--- src/rtl/assert_macros.svh ---
// ---------------------------------------------------------------------------
// Assertion macros for the spectrum bin shift block
// Shared implication checks, all clocked and disabled while in reset.
// ---------------------------------------------------------------------------
`ifndef ASSERT_MACROS_SVH
`define ASSERT_MACROS_SVH

// Same-cycle implication: when pre holds, post must hold in that cycle.
`define SCBS_ASSERT_IMP(label, clk, rst_n, pre, post, msg) \
    label: assert property (@(posedge clk) disable iff (!rst_n) (pre) |-> (post)) \
        else $error(msg);

// Next-cycle implication: when pre holds, post must hold in the next cycle.
`define SCBS_ASSERT_NXT(label, clk, rst_n, pre, post, msg) \
    label: assert property (@(posedge clk) disable iff (!rst_n) (pre) |=> (post)) \
        else $error(msg);

`endif

--- src/rtl/scbs_pkg.sv ---
// ---------------------------------------------------------------------------
// scbs_pkg
// Types, constants and codes shared by the spectrum bin shift modules.
// ---------------------------------------------------------------------------
`default_nettype none

package scbs_pkg;

    // Store geometry and sample format.
    localparam int MAX_BINS    = 1024;
    localparam int BIN_W       = $clog2(MAX_BINS);
    localparam int SAMPLE_BITS = 16;
    localparam int WIN_W       = 11;
    localparam int SHIFT_W     = 10;
    localparam int MODE_W      = 2;

    // Configuration port.
    localparam int CFG_IDX_W  = 2;
    localparam int CFG_DATA_W = 11;
    localparam logic [CFG_IDX_W-1:0] CFG_WINDOW_SIZE = 2'd0;
    localparam logic [CFG_IDX_W-1:0] CFG_SHIFT_BINS  = 2'd1;
    localparam logic [CFG_IDX_W-1:0] CFG_MODE        = 2'd2;

    // Operation codes of an input request.
    localparam logic OP_LOAD = 1'b0;
    localparam logic OP_READ = 1'b1;

    // Mode codes; bit 1 set selects the cosine average.
    localparam logic [MODE_W-1:0] MODE_FWD = 2'd0;
    localparam logic [MODE_W-1:0] MODE_BWD = 2'd1;
    localparam logic [MODE_W-1:0] MODE_COS = 2'd2;

    // Reset values of the configuration registers.
    localparam logic [WIN_W-1:0]   WINDOW_RESET = WIN_W'(MAX_BINS);
    localparam logic [SHIFT_W-1:0] SHIFT_RESET  = '0;

    typedef struct packed {
        logic                          op;
        logic [BIN_W-1:0]              bin_index;
        logic signed [SAMPLE_BITS-1:0] sample_re;
        logic signed [SAMPLE_BITS-1:0] sample_im;
    } t_in_item;

    typedef struct packed {
        logic signed [SAMPLE_BITS-1:0] out_re;
        logic signed [SAMPLE_BITS-1:0] out_im;
        logic                          error;
    } t_out_item;

    // Commands from the controller to the datapath.
    typedef struct packed {
        logic capture;   // take the accepted request
        logic issue;     // write the bin or read the store
        logic finish;    // load the output register
    } t_dp_cmd;

    // Status from the datapath to the controller.
    typedef struct packed {
        logic is_read;
    } t_dp_status;

endpackage

`default_nettype wire

--- src/rtl/scbs_ctrl.sv ---
// ---------------------------------------------------------------------------
// scbs_ctrl
// Sequencer of the spectrum bin shift block: accepts one request at a time,
// steps the datapath and owns the output valid flag.
// ---------------------------------------------------------------------------
`default_nettype none
`include "assert_macros.svh"

module scbs_ctrl
    import scbs_pkg::*;
(
    input  wire logic       i_clk,
    input  wire logic       i_rst_n,
    input  wire logic       i_in_valid,
    output logic            o_in_stall,
    output logic            o_out_valid,
    input  wire logic       i_out_stall,
    input  wire t_dp_status i_status,
    output t_dp_cmd         o_cmd
);

    localparam logic [1:0] S_IDLE = 2'd0;
    localparam logic [1:0] S_CALC = 2'd1;
    localparam logic [1:0] S_RES  = 2'd2;

    logic [1:0] r_state;
    logic [1:0] n_state;
    logic       r_out_valid;
    logic       n_out_valid;
    logic       w_accept;
    logic       w_out_free;

    assign o_in_stall = (r_state != S_IDLE);
    assign w_accept   = i_in_valid && !o_in_stall;
    assign w_out_free = !r_out_valid || !i_out_stall;

    // Commands to the datapath.
    always_comb begin
        o_cmd.capture = w_accept;
        o_cmd.issue   = (r_state == S_CALC);
        o_cmd.finish  = (r_state == S_RES) && w_out_free;
    end

    // Next state: loads end after the store write, reads after the result
    // moves into the output register.
    always_comb begin
        n_state = r_state;
        case (r_state)
            S_IDLE: begin
                if (w_accept) begin
                    n_state = S_CALC;
                end
            end
            S_CALC: begin
                n_state = i_status.is_read ? S_RES : S_IDLE;
            end
            S_RES: begin
                if (w_out_free) begin
                    n_state = S_IDLE;
                end
            end
            default: n_state = S_IDLE;
        endcase
    end

    // Output valid sets on a new result and clears when it is taken.
    always_comb begin
        n_out_valid = r_out_valid;
        if (o_cmd.finish) begin
            n_out_valid = 1'b1;
        end else if (r_out_valid && !i_out_stall) begin
            n_out_valid = 1'b0;
        end
    end

    always_ff @(posedge i_clk) begin
        if (!i_rst_n) begin
            r_state     <= S_IDLE;
            r_out_valid <= 1'b0;
        end else begin
            r_state     <= n_state;
            r_out_valid <= n_out_valid;
        end
    end

    assign o_out_valid = r_out_valid;

    `SCBS_ASSERT_NXT(a_accept_to_calc, i_clk, i_rst_n, w_accept, r_state == S_CALC, "accepted request did not reach the store step")
    `SCBS_ASSERT_NXT(a_finish_sets_valid, i_clk, i_rst_n, o_cmd.finish, r_out_valid, "finished result not presented")

endmodule

`default_nettype wire

--- config.mk ---
export PLATFORM = sky130hd
export DESIGN_NAME = scbs_ctrl
export DESIGN_NICKNAME = d
export VERILOG_FILES = /design/src/rtl/scbs_pkg.sv /design/src/rtl/scbs_ctrl.sv
export VERILOG_INCLUDE_DIRS = /design/src /design/src/rtl
export SDC_FILE = /design/constraint.sdc
export NUM_CORES = 1
export LEC_CHECK = 0
export ABC_AREA = 1
export BUFFER_PORTS_ARGS = -buffer_cell sky130_fd_sc_hd__buf_2
export CORE_AREA = 2 2 39 41
export DETAILED_ROUTE_END_ITERATION = 16
export DIE_AREA = 0 0 41 43
export PLACE_DENSITY = 0.34
export SYNTH_ARGS = -nofsm -noshare
export SYNTH_HDL_FRONTEND = slang
export SYNTH_SLANG_ARGS = --single-unit
--- constraint.sdc ---
create_clock -name i_clk -period 0.98 [get_ports i_clk]
set_input_delay 0.098 -clock i_clk [delete_from_list [all_inputs] [get_ports i_clk]]
set_output_delay 0.098 -clock i_clk [all_outputs]
set_load 0.1 [all_outputs]
==> flow_summary.json, run 1 <==
{
  "drc": 0,
  "endpoint_kind": "output pin",
  "ys_seq_area_share_pct": 41.0,
  "start_kind": "flip-flop",
  "finalWirelength_um": 342,
  "dp.cells": 47,
  "cts_tree": "done",
  "nFillCells": 146,
  "yosysMostFrequentCell": "inv_1",
  "p_total_uw": 518,
  "cts_hold_buf": 0,
  "dieHeight_um": 43,
  "status": "finished with violations",
  "hold_path_class": "in -> reg",
  "vdd_drop_max_mv": 0.309,
  "synth_edf_count": 0,
  "pre_cts_slack_ps": -8.12,
  "p_leak_uw": 0.000167,
  "path_cells": "inv_4 -> buf_12 -> nand2_8 -> nor2_4 -> buf_12",
  "grt_pass1_wl_um": 565,
  "setup_slack_ps": -182,
  "drtIter0Drc": 2,
  "cts_setup_buffers": 0,
  "synthTopCellsByCount": "5 x inv_1, 3 x dfxtp_1, 3 x nand2_1, 3 x nor2_1",
  "synth_area_um2": 146,
  "hold_viol_final": 0,
  "cts_root_buf": "clkbuf_4",
  "ios": 10,
  "rsz0062_at_grt": "true",
  "final_area_um2": 385,
  "gp_congestion": 0.608,
  "track_usage_pct": 5.52,
  "synthFlopType": "dfxtp_1",
  "overflow": 0,
  "worst_pin_slew_ps": 129,
  "wl_per_cell_um": 6.71,
  "async_flop_share_pct": 0,
  "cp_slowest_stage_delay_ps": 320,
  "cap_violations": 0,
  "placed_area_um2": 347,
  "nets": 41,
  "die-area_um2": 1760,
  "violations": "setup timing",
  "dp_hpwl_um": 312,
  "dr_total_vias": 167,
  "clock-skew-final_ps": 0.176,
  "start_util_pct": 10.6,
  "antenna_left": 0,
  "core_um2": 1380,
  "drive_gt1_share_pct": 77.1,
  "drtPass1Iterations": 2,
  "slowest_stage": "dfxtp_2",
  "antennaDiodeCount": 0,
  "yosys.area.top_type": "dfxtp_1",
  "p_per_area_nw_per_um2": 1340,
  "fin_cells": 51,
  "clk_latency_ps": 230,
  "postSynthCellCount": 22,
  "synth_area_per_cell_um2": 6.65,
  "slew_headroom_pct": 91.3,
  "grt_max_degree": 4,
  "clock-sinks": 3,
  "die_x_um": 41,
  "synth_top_area_share_pct": 41.0,
  "path_common_cell": "buf_12",
  "whs_ps": 133,
  "cp_max_fo": 3,
  "clkTransAtPathRegs_ps": 30,
  "fp-row-count": 14,
  "io_buffers": 9,
  "numCtsBuffers": 3,
  "grt_pass1_vias": 176,
  "crit_arrival_ps": 1060,
  "routed_via_density": 3.27,
  "synth.distinct_cells": 10,
  "synth_nets": 27,
  "setup_viol": 4,
  "syn_to_final_growth_pct": 163,
  "cts_buffer_depth": 2,
  "ys_ff_latch": 3,
  "clock.fmax_mhz": 861,
  "period_needed_ps": 1160,
  "required_ps": 880,
  "critPathKind": "reg -> out",
  "synth_area_leaders": "dfxtp_1 41%, inv_1 13%, buf_4 10%",
  "antenna_found_initial": 0,
  "h-tree-depth": 1,
  "maxSlewViolCount": 0,
  "timing.final.crit_share_pct": 119,
  "ys_warn_count": 0
}
==> path summary, 6_finish.rpt <==
check / startpoint / end / slack (ps) / cells past startpoint
max: r_state[1] / o_cmd[2] / -180 / 5
min: i_status / r_state[1] / 130 / 3
max reg2reg: r_state[1] / r_state[1] / 220 / 4
min reg2reg: o_out_valid / o_out_valid / 520 / 2
==> logic make-up after synthesis <==
logic type / synth area share, %
AOI/OAI and AO/OA: 6.84
buffers and inverters: 25.6
DFF: 41.0
and+or+nand+nor: 26.5
==> repair_timing <==
action                                  in CTS  in global routing
pin swaps                                    1                  0
gates resized for setup                      4                  0
gates cloned                                 0                  0
endpoints found under the setup margin       4                  4
==> worst max-delay path: cells and delay by family (launching register included) <==
kind | cells | cell delay (ps)
buffers and inverters | 3 | 350
DFF | 1 | 320
and+or+nand+nor | 2 | 160
==> area by class of cell <==
type,count,area [um2],share of cell area (%)
repair buffers,11,148,38.3
flip-flops and latches,3,68.8,17.9
multi-input cells,11,95.1,24.7
inverters,6,27.5,7.14
clock buffers,4,26.3,6.82
well taps,16,20.0,5.19
==> state kept, by name (all words and copies together), names as in the netlist <==
signal / cells
o_out_valid: 1
r_state: 2
==> layout by cell type, fill, tap and decap left out <==
master / n
nand2_2: 1
nand3_1: 1
buf_2: 4
a21oi_1: 2
clkbuf_4: 3
nor2_4: 4
inv_4: 2
buf_12: 6
nand2_1: 1
inv_2: 2
inv_1: 2
dfxtp_4: 2
dfxtp_2: 1
nand2_8: 1
clkbuf_1: 1
nor3_1: 1
buf_4: 1
==> power breakdown <==
group / internal [uW] / switching, uW
clock network: 152 / 56.9
logic: 65.7 / 113
registers: 125 / 6.26
==> per-layer routing <==
metal | vias up | GRT usage [%] | routed length, um
met4 | 0 | 8.00 | 0
met3 | 0 | 3.66 | 30
met1 | 73 | 4.17 | 107
li1 | 89 | - | -
met2 | 5 | 7.19 | 204
met5 | - | 0 | 0
==> metrics by stage <==
step | utilization [%] | setup TNS, ps
floorplan | - | -12.1
global placement | 25.0 | 0
detailed placement | 25.0 | -8.12
CTS | 27.8 | -588
global route | 27.8 | -689
finish | 27.8 | -509
(Power assumes the default switching activity.)
==> run 2: changes to the inputs <==
- ABC_AREA: 1 -> not set
==> run 2 against run 1 <==
Net effect:
- the flow still finishes with violations (setup timing)
- combinational power down 8%
- via count down 7.8%
- total power down 1.9%
- synthesized cell count down 27%
- die area unchanged
- synthesized area up 6.0%
- routed wire length up 16%
- clock skew about the same
- sequential power about the same
- core utilization down 2.9 points
- largest cell class unchanged
- clock power up 2%
- fmax up 0.16%
==> flow_summary.json, run 2 <==
{
  "status": "finished with violations",
  "violations": "setup timing",
  "cts_buffer_depth": 2,
  "synth_xor_area_share_pct": 0,
  "clkTransAtPathRegs_ps": 30,
  "yosys.area_share.simple_pct": 38.7,
  "die_x_um": 41,
  "nFillCells": 150,
  "cp_num_buf_inv": 1,
  "cp_max_fo": 6,
  "cp_top_family": "flip-flops",
  "overflow": 0,
  "die-area_um2": 1760,
  "fin_util_pct": 25.0,
  "pre_cts_slack_ps": -82.6,
  "start_kind": "flip-flop",
  "nets": 33,
  "numCtsBuffers": 3,
  "yosysMostFrequentCell": "dfxtp_1",
  "critPathKind": "reg -> out",
  "path_cells": "nand2b_4 -> a21oi_4 -> buf_12",
  "antenna_left": 0,
  "pwr-share-comb_pct": 32.3,
  "r2r-end": "r_state[0]",
  "p_leak_uw": 0.000133,
  "dieHeight_um": 43,
  "synth_area_leaders": "dfxtp_1 39%, a21boi_0 9.7%, buf_4 9.7%",
  "whs_ps": 99.1,
  "clock-skew-final_ps": 0.363,
  "io_buffers": 9,
  "timing.rr.start": "r_state[0]",
  "required_ps": 880,
  "clock-sinks": 3,
  "clockPowerShare_pct": 41.8,
  "busiest_layer": "met2",
  "core_um2": 1380,
  "gr-usage-met3_pct": 6.81,
  "synthFlopType": "dfxtp_1",
  "cts_tree": "done",
  "vdd_drop_max_mv": 0.652,
  "antennaDiodeCount": 0,
  "drtPass1Iterations": 2,
  "ys_warn_count": 0,
  "synth_top_area_share_pct": 38.7,
  "final_common_cell": "buf_12",
  "seqCellArea_um2": 71.3,
  "largest_register": "r_state",
  "cts_hold_buf": 0,
  "r2r_setup_slack_ps": 150,
  "syn_to_final_growth_pct": 123,
  "cp_slowest_stage_delay_ps": 360,
  "yosys.area.top_type": "dfxtp_1",
  "grt_pass1_vias": 160,
  "use_met1_pct": 7.69,
  "synthAdderAreaFrac_pct": 0,
  "drive_gt1_share_pct": 74.1,
  "cap_violations": 0,
  "synth_nets": 21,
  "timing.final.crit_share_pct": 118,
  "maxSlewViolCount": 0,
  "clk_latency_ps": 230,
  "rsz0062_at_grt": "true",
  "antenna_found_initial": 0,
  "track_usage_pct": 6.92,
  "dr_total_vias": 154,
  "synth.distinct_cells": 12,
  "synth_mux_area_share_pct": 0,
  "setup_slack_ps": -180,
  "clock.fmax_mhz": 862,
  "synth_edf_count": 0,
  "crit_arrival_ps": 1060,
  "netSwitchingFraction_pct": 33.3,
  "largest_register_ffs": 2,
  "synth_area_per_cell_um2": 9.70,
  "synth_top_family_by_area": "simple AND/OR/NAND/NOR gates",
  "grt_max_degree": 7,
  "synth_area_um2": 155,
  "synthTopCellsByCount": "3 x dfxtp_1, 2 x a21boi_0, 2 x buf_4",
  "async_flop_share_pct": 0,
  "drtIter0Drc": 4,
  "wl_per_cell_um": 9.21,
  "ios": 10,
  "synth-compound-area-share_pct": 12.9,
  "ys_ff_latch": 3,
  "p_int_uw": 339,
  "drc": 0,
  "routed_via_density": 3.58,
  "cts_root_buf": "clkbuf_4",
  "cts_setup_buffers": 0,
  "ys_seq_area_share_pct": 38.7,
  "grt_pass1_wl_um": 759,
  "fp-row-count": 14,
  "hold_depth": 2,
  "r2r_cells": 2,
  "p_per_area_nw_per_um2": 1470,
  "cp.depth": 3,
  "layout_common_cells": "5 x buf_12, 4 x buf_2, 3 x clkbuf_4, 3 x dfxtp_4, 2 x a21boi_0",
  "gp_congestion": 0.615,
  "period_needed_ps": 1160,
  "worst_pin_slew_ps": 228,
  "grtUsageMet2_pct": 8.13,
  "hp-start": "i_rst_n",
  "multiInputGateArea_um2": 108,
  "finalWirelength_um": 396,
  "h-tree-depth": 1,
  "power_switching_uw": 169,
  "setup_viol": 4,
  "endpoint_kind": "output pin",
  "slew_headroom_pct": 84.8,
  "slowest_stage": "dfxtp_4",
  "p_seq_share_pct": 25.9,
  "start_util_pct": 11.2,
  "whs_endpoint": "r_state[0]",
  "hold_path_class": "in -> reg",
  "postSynthCellCount": 16,
  "hold_viol_final": 0
}
run 2: logic make-up after synthesis:
logic type,after synthesis
AO/OA/AOI/OAI,3
buffers and inverters,2
flip-flops,3
AND/OR/NAND/NOR,8
run 2: how the worst max path moves through the flow:
stage,endpoint,slack [ps],from
floorplan,o_cmd[0],1,o_out_valid
global placement,o_cmd[0],-40,r_state[0]
detailed placement,o_cmd[0],-80,r_state[0]
CTS,o_cmd[0],-180,r_state[0]
global route,o_cmd[0],-230,r_state[0]
finish,o_cmd[0],-180,r_state[0]
run 2: worst register-to-register path, stage by stage, from the launching register on:
cell and delay [ps]:
dfxtp_4 360, nor3b_4 260, and2_1 150
run 2: per-layer routing:
metal	share of wire [%]	routed length (um)	up-vias
li1	-	-	75
met1	45	178	66
met2	42	165	13
met3	13	52	0
met4	0	0	0
met5	0	0	-
run 2: final cells by class:
type | count | share of cell area (%)
flip-flops and latches | 3 | 20.7
clock buffers | 4 | 7.61
well taps | 16 | 5.80
repair buffers | 9 | 34.8
multi-input cells | 11 | 31.2
run 2: per-stage QoR:
stage / instance area [um2] / power, uW / cells / setup TNS, ps
floorplan: 159 / 232 / 16 / 0
global placement: 284 / 288 / 39 / -37.2
detailed placement: 284 / 288 / 39 / -82.6
CTS: 343 / 520 / 43 / -639
global route: 345 / 547 / 43 / -815
finish: 345 / 509 / 43 / -644
run 2: repair_timing:
action                                  CTS  global route
pin swaps                                 2             1
endpoints found under the setup margin    4             4
gates resized for setup                   8             1
run 2: power by group through the flow:
stage                     registers [uW]  logic [uW]  clock network, uW
after floorplan                      137        95.0                  0
after global placement               132         156                  0
after detailed placement             133         155                  0
final                                132         164                213
after CTS                            133         165                222
after global routing                 133         170                244
